`src/hdl/ptrq_pkg.sv`:
```
// ----------------------------------------------------------------------------
// ptrq_pkg
// Shared types and constants for the persistent trie range query block.
// ----------------------------------------------------------------------------
`default_nettype none
package ptrq_pkg;

  localparam int CMD_W   = 3;
  localparam int OPND_W  = 25;
  localparam int POS_W   = 20;
  localparam int ANS_W   = 25;

  // trie geometry and capacities
  localparam int VALUE_BITS   = 25;
  localparam int MAX_ITEMS    = 524288;
  localparam int MAX_VERSIONS = 524288;
  localparam int NODE_POOL    = 16777216;

  typedef enum logic [CMD_W-1:0] {
    CMD_APPEND  = 3'd0,
    CMD_MAXXOR  = 3'd1,
    CMD_REMOVE  = 3'd2,
    CMD_COUNT   = 3'd3,
    CMD_KTH     = 3'd4
  } cmd_t;

  typedef struct packed {
    logic [CMD_W-1:0]  cmd;
    logic [OPND_W-1:0] operand_value;
    logic [POS_W-1:0]  range_first;
    logic [POS_W-1:0]  range_last;
  } in_item_t;

  typedef struct packed {
    logic [ANS_W-1:0] answer;
    logic             status;
  } out_item_t;

  // classified work handed from the front end to the back end
  typedef enum logic [2:0] {
    JOB_APPEND,
    JOB_MAXXOR,
    JOB_COUNT,
    JOB_KTH,
    JOB_REMOVE,
    JOB_BAD
  } job_kind_t;

  typedef struct packed {
    job_kind_t         kind;
    logic [OPND_W-1:0] opnd;
    logic [POS_W-1:0]  first;
    logic [POS_W-1:0]  last;
  } job_t;

  typedef enum logic [3:0] {
    ST_IDLE,
    ST_ROOT_A,
    ST_ROOT_B,
    ST_ROOT_C,
    ST_APP_RD,
    ST_APP_WR,
    ST_APP_LEAF,
    ST_Q_RD,
    ST_Q_CNT,
    ST_Q_STEP,
    ST_Q_LEAF,
    ST_OUT
  } back_state_t;

endpackage
`default_nettype wire

```
`src/hdl/ptrq_if.sv`:
```
// ----------------------------------------------------------------------------
// ptrq_in_if / ptrq_out_if
// Valid/ready channels carrying one input item and one result item.
// ----------------------------------------------------------------------------
`default_nettype none
interface ptrq_in_if;
  logic                     valid;
  logic                     ready;
  logic [ptrq_pkg::CMD_W-1:0]  cmd;
  logic [ptrq_pkg::OPND_W-1:0] operand_value;
  logic [ptrq_pkg::POS_W-1:0]  range_first;
  logic [ptrq_pkg::POS_W-1:0]  range_last;
  modport source (output valid, cmd, operand_value, range_first, range_last,
                  input ready);
  modport sink (input valid, cmd, operand_value, range_first, range_last,
                output ready);
endinterface

`default_nettype wire

```
`src/hdl/ptrq_front.sv`:
```
// ----------------------------------------------------------------------------
// ptrq_front
// Accepts items, decodes the command and pushes a job for each known command into a 2-entry queue.
// ----------------------------------------------------------------------------
`default_nettype none
module ptrq_front (
  input  wire logic          clk,
  input  wire logic          rst,
  ptrq_in_if.sink            in_ch,
  output ptrq_pkg::job_t     job,
  output logic               job_valid,
  input  wire logic          job_pop
);
  import ptrq_pkg::*;

  job_t       q [2];
  logic       rd_ptr;
  logic       wr_ptr;
  logic [1:0] fill;
  job_t       dec;
  logic       push;

  always_comb begin
    dec.opnd  = in_ch.operand_value;
    dec.first = in_ch.range_first;
    dec.last  = in_ch.range_last;
    case (in_ch.cmd)
      CMD_APPEND: dec.kind = JOB_APPEND;
      CMD_MAXXOR: dec.kind = JOB_MAXXOR;
      CMD_REMOVE: dec.kind = JOB_REMOVE;
      CMD_COUNT:  dec.kind = JOB_COUNT;
      CMD_KTH:    dec.kind = JOB_KTH;
      default:    dec.kind = JOB_BAD;
    endcase
  end

  assign in_ch.ready = (fill != 2'd2);
  assign push        = in_ch.valid && in_ch.ready && (dec.kind != JOB_BAD);
  assign job_valid   = (fill != 2'd0);
  assign job         = q[rd_ptr];

  always_ff @(posedge clk) begin
    if (push) q[wr_ptr] <= dec;
  end

  always_ff @(posedge clk) begin
    if (rst) begin
      rd_ptr <= 1'b0;
      wr_ptr <= 1'b0;
      fill   <= 2'd0;
    end else begin
      if (push) wr_ptr <= ~wr_ptr;
      if (job_pop) rd_ptr <= ~rd_ptr;
      fill <= fill + {1'b0, push} - {1'b0, job_pop};
    end
  end
endmodule
`default_nettype wire

```
`src/flat_wrapper.sv`:
```
// flat-port wrapper written by rule: the top's interface ports become plain ports
module ptrq_front_flat import ptrq_pkg::*;
  (clk, rst, job, job_valid, job_pop, in_ch_valid, in_ch_cmd, in_ch_operand_value, in_ch_range_first, in_ch_range_last, in_ch_ready);
  ptrq_in_if in_ch_i ();
  input  wire logic clk;
  input  wire logic rst;
  output ptrq_pkg::job_t job;
  output logic job_valid;
  input  wire logic job_pop;
  input wire logic [$bits(in_ch_i.valid)-1:0] in_ch_valid;
  input wire logic [$bits(in_ch_i.cmd)-1:0] in_ch_cmd;
  input wire logic [$bits(in_ch_i.operand_value)-1:0] in_ch_operand_value;
  input wire logic [$bits(in_ch_i.range_first)-1:0] in_ch_range_first;
  input wire logic [$bits(in_ch_i.range_last)-1:0] in_ch_range_last;
  output wire logic [$bits(in_ch_i.ready)-1:0] in_ch_ready;
  assign in_ch_i.valid = in_ch_valid;
  assign in_ch_i.cmd = in_ch_cmd;
  assign in_ch_i.operand_value = in_ch_operand_value;
  assign in_ch_i.range_first = in_ch_range_first;
  assign in_ch_i.range_last = in_ch_range_last;
  assign in_ch_ready = in_ch_i.ready;
  ptrq_front u_core (.clk(clk), .rst(rst), .in_ch(in_ch_i), .job(job), .job_valid(job_valid), .job_pop(job_pop));
endmodule
```
`config.mk`:
```
export PLATFORM = sky130hd
export DESIGN_NAME = ptrq_front_flat
export DESIGN_NICKNAME = d
export VERILOG_FILES = /design/src/hdl/ptrq_pkg.sv /design/src/hdl/ptrq_if.sv /design/src/hdl/ptrq_front.sv /design/src/flat_wrapper.sv
export SDC_FILE = /design/constraint.sdc
export NUM_CORES = 1
export LEC_CHECK = 0
export BUFFER_PORTS_ARGS = -buffer_cell sky130_fd_sc_hd__buf_2
export CAP_MARGIN = 40
export CORE_MARGIN = 2
export CORE_UTILIZATION = 45
export DETAILED_ROUTE_END_ITERATION = 8
export PLACE_DENSITY = 0.7
export SLEW_MARGIN = 20
export SYNTH_ARGS = -nofsm -noshare
export SYNTH_HDL_FRONTEND = slang
export SYNTH_SLANG_ARGS = --single-unit
```
`constraint.sdc`:
```
create_clock -name clk -period 5.87 [get_ports clk]
set_input_delay 0.2935 -clock clk [delete_from_list [all_inputs] [get_ports clk]]
set_output_delay 0.2935 -clock clk [all_outputs]
set_load 0.02 [all_outputs]
```
==> flow_metrics.py, run 1 <==
metrics = {
    "routing": {
        "drt-pass1-iter-count": 4,
        "detail-route-antenna-nets": 0,
        "wl_mm": 9.02,
        "num_vias": 2683,
        "drc": 0,
        "via_per_inst": 4.81,
        "drt_iter0_drc": 127,
        "avgRoutedWirePerCell_um": 16.2,
    },
    "yosys": {
        "syn_nets": 319,
        "syn_avg_cell_area_um2": 21.5,
        "netlist_area_um2": 5280,
        "synth_warnings": 0,
        "synth_top_area_cell": "edfxtp_1",
        "synth_cells": 245,
        "ys_ff_latch": 141,
        "yosysSeqAreaShare": 0.793,
        "synthTopCellsByArea": "edfxtp_1 77%, mux2_2 10%, mux2_4 6.0%",
        "synth_top_area_share": 0.774,
        "yosysUniqueCellTypes": 21,
    },
    "timing": {
        "finClkSkew_ps": 6.62,
        "fin_crit_ps": 2200,
        "rsz0062_at_grt": "no",
        "worst_slew_pin_slew_ps": 562,
        "finalCritPeriodShare": 0.375,
        "setup_viol": 0,
        "final-hold-violation-count": 0,
        "max_slew_margin": 0.625,
        "max_freq_mhz": 454,
        "fin_tns_setup_ps": 0,
        "maxSlewViolCount": 0,
    },
    "pwr": {
        "p_per_area_nw_per_um2": 401,
        "leakage_nw": 2.61,
        "irDropWorstVdd_uv": 195,
    },
    "critical_path": {
        "end_kind": "output pin",
        "criticalPathCategory": "reg -> out",
        "slowest_delay_ps": 630,
        "path_cells": "buf_16 -> mux2_2 -> buf_2",
        "slowest_stage": "dfxtp_4",
        "reg2reg_depth": 4,
        "crit_fanout": 39,
        "startpoint_type": "flop",
        "critPathArrivalTime_ps": 1910,
        "cp.required_ps": 5580,
    },
    "hold_path": {
        "hold_path_class": "in -> reg",
        "min_delay_path_depth": 1,
    },
    "global_routing": {
        "grt_max_degree": 49,
        "grt_pass1_wl_mm": 14.2,
        "grt_pass1_vias": 2860,
        "antenna_found_initial": 2,
        "track_usage": 0.150,
        "overflow": 0,
    },
    "layout": {
        "mostFrequentLayoutCells": "141 x buf_2, 136 x edfxtp_1, 48 x mux2_2",
        "post-route-util": 0.598,
        "fillCellCount": 886,
        "syn_to_final_growth_pct": 29.4,
        "final-seq-area_um2": 4190,
        "drive_gt1_frac": 0.594,
        "multiInputGateArea_um2": 1020,
        "final_common_cell": "buf_2",
        "design_area_um2": 6830,
        "fin_nets": 475,
    },
    "place": {
        "place_hpwl_mm": 5.70,
        "io_buffers": 141,
        "place_area_um2": 6160,
        "finalWeightedCongestion": 0.694,
    },
    "clocking": {
        "root_buffer": "clkbuf_16",
        "worstSkewPairLatency_ps": 410,
        "clockBufferDepth": 2,
        "postCtsHoldBufs": 0,
        "cts_tree": "built",
        "post-cts-setup-buffers": 0,
        "post_cts_resized": 0,
        "numCtsBuffers": 17,
        "h-tree-depth": 4,
        "clk_pin_slew_ps": 60,
        "cts_num_sinks": 141,
    },
    "run": {
        "cap_violations": 0,
    },
    "floorplanning": {
        "ios": 142,
        "fp.dieW_um": 112,
        "core.rowCount": 39,
        "core-area_um2": 11400,
        "die-area_um2": 12600,
        "initial_core_util": 0.462,
        "dieHeight_um": 112,
    },
    "run_status": {
        "status": "completed",
    },
}
where the power goes:
part / internal [W] / leakage [nW] / switching, W
logic: 0.000164 / 1.02 / 0.000213
registers: 0.00120 / 1.29 / 0.0000288
clock network: 0.000750 / 0.295 / 0.000379
metal layers:
layer	up-vias	part of all wire	wire length, µm	GRT usage
met5	-	0.0013	12	0
met4	2	0.016	148	0.0659
met3	16	0.074	667	0.0610
met2	100	0.50	4480	0.248
met1	1288	0.41	3720	0.173
li1	1277	-	-	-
Yosys cell counts:
library cell	instances
a21o_1	1
and2_1	1
and3_4	1
buf_2	4
buf_6	2
buf_8	2
dfxtp_1	5
edfxtp_1	136
ha_1	2
inv_1	3
mux2_2	48
mux2_4	21
nand2_1	3
nand2b_1	1
nor2_1	5
nor2b_1	3
o21ai_0	2
o21ai_1	1
or2_2	1
xnor2_1	2
xor2_1	1
sequential cells by signal, indices dropped and copies added, names as in the netlist, named ones only:
| register | count |
|---|---|
| u_core.fill | 2 |
| u_core.q | 136 |
| u_core.rd_ptr | 1 |
| u_core.wr_ptr | 1 |
through the flow:
step	power, W	std cells	setup slack, ps	hold slack, ps
CTS	0.00277	556	3450	53.4
global placement	0.00162	522	3340	482
finish	0.00274	558	3670	72.9
detailed placement	0.00163	524	3340	485
floorplan	0.00151	245	1530	365
global route	0.00285	557	3560	45.9
critical path: cells and delay by family, from the launching register on:
kind,cells,cell delay [ps]
buffers and inverters,2,470
DFF,1,630
muxes,1,380
area by class of cell:
cell class	count	share of cell area
sequential	141	0.614
multi-input combinational	93	0.149
timing repair buffer	145	0.117
clock buffer	20	0.0640
clock inverter	12	0.0284
tap	143	0.0262
inverter	3	0.00165
antenna	1	0.000367
final timing paths:
check	from	slack (ps)	to
hold reg to reg	u_core.rd_ptr	520	u_core.rd_ptr
hold / removal	in_ch_range_first[6]	70	u_core.q[1][26]
setup / recovery	flop	3670	job[11]
setup reg to reg	u_core.fill[0]	3860	u_core.q[0][9]
cells by family (layout without fill, tap and decap cells):
| family | count (synthesis) | in the layout | synth area share |
|---|---|---|---|
| mux | 69 | 69 | 0.162 |
| other cells | 0 | 1 | 0 |
| simple gates | 15 | 15 | 0.0149 |
| compound gates | 4 | 4 | 0.00427 |
| flops | 141 | 141 | 0.793 |
| xor+xnor | 3 | 3 | 0.00498 |
| buf+inv | 11 | 180 | 0.0159 |
| fa+ha+maj | 2 | 2 | 0.00474 |
(Power assumes the default switching activity.)
==> run 2, diff against run 1 <==
- PLACE_DENSITY: 0.7 -> 0.73
- clock period: 5.87 -> 2 ns (I/O delays scaled with it)
==> run 2 against run 1 <==
Worst setup slack worse by 3500 ps. Wire length up 5.8%. Register-to-register slack got worse by 3400 ps. Global-route usage up 0.64 points. Sequential power rose to 2.9 times the previous value. First-iteration DRC count increased by 7.9%. Critical path depth unchanged. Highest routed layer is now met4.
==> flow_metrics.py, run 2 (same netlist as run 1, synthesis figures left out) <==
metrics = {
    "layout": {
        "diodes": 0,
        "final_common_cell": "buf_2",
        "top_regs": "u_core.q (136), u_core.fill (2)",
        "regMostFlops": "u_core.q",
        "largest_register_ffs": 136,
        "syn_to_final_growth_pct": 41.5,
        "mostFrequentLayoutCells": "141 x buf_2, 136 x edfxtp_1, 68 x dlygate4sd3_1",
        "drive_gt1_frac": 0.520,
        "fin_nets": 546,
        "design_area_um2": 7470,
    },
    "clocking": {
        "root_buffer": "clkbuf_16",
        "h-tree-depth": 4,
        "cts_tree": "built",
        "numCtsBuffers": 17,
        "cts_num_sinks": 141,
        "worstSkewPairLatency_ps": 400,
        "clk_pin_slew_ps": 50,
        "clockBufferDepth": 2,
        "post_cts_resized": 0,
        "postCtsHoldBufs": 68,
        "post-cts-setup-buffers": 0,
    },
    "pwr": {
        "comb_power_share": 0.155,
        "p_per_area_nw_per_um2": 1060,
        "power.clock.fraction": 0.387,
        "power.switching_w": 0.00183,
        "irDropWorstVdd_uv": 733,
        "p_total_w": 0.00789,
        "p_int_w": 0.00606,
        "leakage_nw": 2.89,
        "swShare": 0.232,
        "seqPwrFrac": 0.458,
    },
    "floorplanning": {
        "core-area_um2": 11400,
        "core.rowCount": 39,
        "initial_core_util": 0.462,
        "fp.dieW_um": 112,
        "dieHeight_um": 112,
        "die-area_um2": 12600,
        "ios": 142,
    },
    "hold_path": {
        "hold_path_class": "in -> reg",
    },
    "run_status": {
        "status": "completed",
    },
    "timing": {
        "fin_crit_ps": 1860,
        "finalCritPeriodShare": 0.931,
        "finalWorstSetupSlack_ps": 138,
        "worst_slew_pin_slew_ps": 408,
        "final-hold-violation-count": 0,
        "finClkSkew_ps": 7.33,
        "max_slew_margin": 0.728,
        "maxSlewViolCount": 0,
        "setup_viol": 0,
        "rsz0062_at_grt": "no",
        "fin_hold_ws_ps": 70.9,
        "fin_tns_setup_ps": 0,
        "max_freq_mhz": 537,
    },
    "critical_path": {
        "path_cells": "buf_12 -> mux2_2 -> buf_2",
        "cp_num_buf_inv": 2,
        "path_delay_family": "flip-flops",
        "slowest_stage": "dfxtp_4",
        "cp.required_ps": 1900,
        "slowest_delay_ps": 540,
        "startpoint_type": "flop",
        "end_kind": "output pin",
        "crit_fanout": 32,
        "criticalPathCategory": "reg -> out",
        "critPathArrivalTime_ps": 1760,
    },
    "global_routing": {
        "grt_pass1_wl_mm": 15.0,
        "overflow": 0,
        "grt_max_degree": 38,
        "track_usage": 0.156,
        "antenna_found_initial": 0,
        "grt_pass1_vias": 3192,
    },
    "routing": {
        "drt_iter0_drc": 137,
        "detail-route-antenna-nets": 0,
        "drt-pass1-iter-count": 4,
        "avgRoutedWirePerCell_um": 15.2,
        "drc": 0,
        "via_per_inst": 4.69,
        "wl_mm": 9.54,
        "num_vias": 2943,
    },
    "place": {
        "io_buffers": 141,
        "dp_slack_ps": 431,
        "place_area_um2": 6200,
        "finalWeightedCongestion": 0.686,
        "place_hpwl_mm": 5.63,
    },
    "run": {
        "cap_violations": 0,
    },
}
[run 2: area by class of cell]
type                            instances  area [µm²]
Fill cell                             787        3950
Clock buffer                           21         440
Clock inverter                         11         144
Timing Repair Buffer                  216        1480
Inverter                                3        11.3
Sequential cell                       141        4190
Multi-Input combinational cell         93        1030
Tap cell                              143         179
[run 2: path summary, 6_finish.rpt]
kind | end | slack [ps] | cells after the start | from
worst max register to register | u_core.q[0][49] | 440 | 4 | u_core.fill[0]
worst min register to register | u_core.rd_ptr | 520 | 2 | u_core.rd_ptr
worst max-delay path | job[6] | 140 | 3 | flop
worst min-delay path | u_core.q[0][65] | 70 | 2 | in_ch_cmd[2]
[run 2: metal layers]
layer / share of wire / vias to the layer above / track usage
li1: - / 1415 / -
met1: 0.39 / 1414 / 0.168
met2: 0.53 / 104 / 0.285
met3: 0.064 / 10 / 0.0556
met4: 0.011 / 0 / 0.0537
met5: 0 / - / 0
[run 2: per-stage QoR]
stage | utilization | cells
final | 0.654 | 628
after global routing | 0.654 | 628
after floorplan | - | 245
after global placement | 0.543 | 528
after CTS | 0.654 | 628
after detailed placement | 0.543 | 528
[run 2: worst register-to-register path: stages, from the launching register on]
cell	delay, ps
dfxtp_2	330
nand2b_4	110
and3_4	200
nor2b_4	180
buf_4	380
[run 2: power groups by stage]
| stage | registers (W) | logic, W | clock network, W |
|---|---|---|---|
| detailed placement | 0.00368 | 0.00113 | 0 |
| floorplan | 0.00365 | 0.000773 | 0 |
| finish | 0.00362 | 0.00123 | 0.00305 |
| global route | 0.00364 | 0.00131 | 0.00327 |
| CTS | 0.00362 | 0.00124 | 0.00312 |
| global placement | 0.00366 | 0.00111 | 0 |
==> run 3, diff against run 2 <==
==> constraint.sdc (replaced) <==
create_clock -name clk -period 2 [get_ports clk]
set_input_delay 0.4 -clock clk [delete_from_list [all_inputs] [get_ports clk]]
set_output_delay 0.4 -clock clk [all_outputs]
set_load 0.02 [all_outputs]
==> run 3 against run 2 <==
Core utilization fell by 5.3 points. Wire length is 8.0% lower. Sequential power is essentially flat. Clock power is 4% higher. Critical path type unchanged. Critical endpoint is now job[44].
==> flow_metrics.py, run 3 (same netlist as run 1, synthesis figures left out) <==
metrics = {
    "layout": {
        "mostFrequentLayoutCells": "141 x buf_2, 136 x edfxtp_1, 48 x mux2_2",
        "final_common_cell": "buf_2",
        "top_regs": "u_core.q (136), u_core.fill (2)",
        "diodes": 0,
        "drive_gt1_frac": 0.613,
        "fin_nets": 480,
        "regMostFlops": "u_core.q",
        "fillCellCount": 864,
        "design_area_um2": 6870,
        "syn_to_final_growth_pct": 30.1,
        "post-route-util": 0.601,
        "largest_register_ffs": 136,
    },
    "clocking": {
        "h-tree-depth": 4,
        "root_buffer": "clkbuf_16",
        "cts_tree": "built",
        "clockBufferDepth": 2,
        "worstSkewPairLatency_ps": 390,
        "cts_num_sinks": 141,
        "post_cts_resized": 0,
        "clk_pin_slew_ps": 60,
        "postCtsHoldBufs": 0,
        "numCtsBuffers": 17,
    },
    "pwr": {
        "p_per_area_nw_per_um2": 1160,
        "power.clock.fraction": 0.401,
        "seqPwrFrac": 0.453,
        "comb_power_share": 0.146,
        "irDropWorstVdd_uv": 590,
        "leakage_nw": 2.64,
        "power.switching_w": 0.00192,
        "swShare": 0.242,
        "p_int_w": 0.00602,
    },
    "routing": {
        "routed.top_layer": "met4",
        "dr_wl_met2_mm": 4.43,
        "drt-pass1-iter-count": 4,
        "detail-route-antenna-nets": 0,
        "drt_iter0_drc": 142,
        "drc": 0,
        "num_vias": 2654,
        "avgRoutedWirePerCell_um": 15.6,
        "wl_met1_mm": 3.64,
        "wl_mm": 8.78,
        "wl_met3_um": 687,
        "via_per_inst": 4.72,
    },
    "global_routing": {
        "grt_max_degree": 39,
        "track_usage": 0.143,
        "antenna_found_initial": 0,
        "overflow": 0,
        "grt_pass1_wl_mm": 13.8,
        "grt_pass1_vias": 2844,
    },
    "timing": {
        "fin_crit_ps": 1940,
        "finalCritPeriodShare": 0.972,
        "maxSlewViolCount": 0,
        "rsz0062_at_grt": "yes",
        "worst_slew_pin_slew_ps": 299,
        "setup_viol": 0,
        "finClkSkew_ps": 5.98,
        "max_slew_margin": 0.798,
        "final-hold-violation-count": 0,
        "fin_hold_ws_ps": 189,
        "fin_tns_setup_ps": 0,
        "max_freq_mhz": 515,
    },
    "floorplanning": {
        "dieHeight_um": 112,
        "ios": 142,
        "core-area_um2": 11400,
        "initial_core_util": 0.462,
        "die-area_um2": 12600,
        "core.rowCount": 39,
        "fp.dieW_um": 112,
    },
    "critical_path": {
        "end_kind": "output pin",
        "ff2ff_setup_slack_ps": 440,
        "crit_fanout": 29,
        "startpoint_type": "flop",
        "critPathArrivalTime_ps": 1540,
        "criticalPathCategory": "reg -> out",
        "cp.required_ps": 1600,
    },
    "run_status": {
        "status": "completed",
    },
    "run": {
        "cap_violations": 0,
    },
    "hold_path": {
        "hold_path_class": "in -> reg",
    },
    "place": {
        "io_buffers": 141,
        "finalWeightedCongestion": 0.732,
        "place_area_um2": 6240,
        "place_hpwl_mm": 5.91,
    },
}
run 3: layer usage:
| metal | vias to the layer above | global-route usage |
|---|---|---|
| met5 | - | 0 |
| met2 | 93 | 0.238 |
| met1 | 1278 | 0.169 |
| met3 | 2 | 0.0567 |
| met4 | 0 | 0.0512 |
| li1 | 1281 | - |
run 3: timing repair:
action,4_1_cts,5_1_grt
pin swaps,0,0
buffers inserted,2,0
gates cloned,0,0
setup endpoints to repair,57,1
run 3: critical path: stages, from the launching register on:
cell and delay [ps]:
dfxtp_4 390, buf_12 210, mux2_2 360, buf_2 160
run 3: final timing paths:
kind                                      startpoint         endpoint  cells after the start
worst max-delay path                            flop          job[44]                      3
worst min-delay path            in_ch_range_first[1]  u_core.q[1][21]                      1
worst max register to register        u_core.fill[0]  u_core.q[0][55]                      4
worst min register to register         u_core.rd_ptr             flop                      2
run 3: metrics by stage:
| stage | power (W) | worst slack, ps | cells |
|---|---|---|---|
| CTS | 0.00803 | 35.3 | 562 |
| global route | 0.00825 | -3.42 | 562 |
| detailed placement | 0.00483 | 258 | 528 |
| global placement | 0.00481 | 277 | 528 |
| floorplan | 0.00442 | -182 | 245 |
| finish | 0.00794 | 56.4 | 562 |
run 3: cell type report:
class                   instances  area, µm²  area share
clock buffers                  17        425      0.0620
clock inverters                15        184      0.0268
inverters                       3       11.3     0.00164
multi-input cells              93       1030       0.150
flip-flops and latches        141       4190       0.610
well taps                     143        179      0.0261
repair buffers                150        848       0.124
run 3: power groups by stage:
stage	Sequential [W]	Clock [W]	Combinational, W
CTS	0.00360	0.00325	0.00118
finish	0.00360	0.00318	0.00116
detailed placement	0.00367	0	0.00116
global route	0.00362	0.00338	0.00125
floorplan	0.00365	0	0.000773
global placement	0.00366	0	0.00115
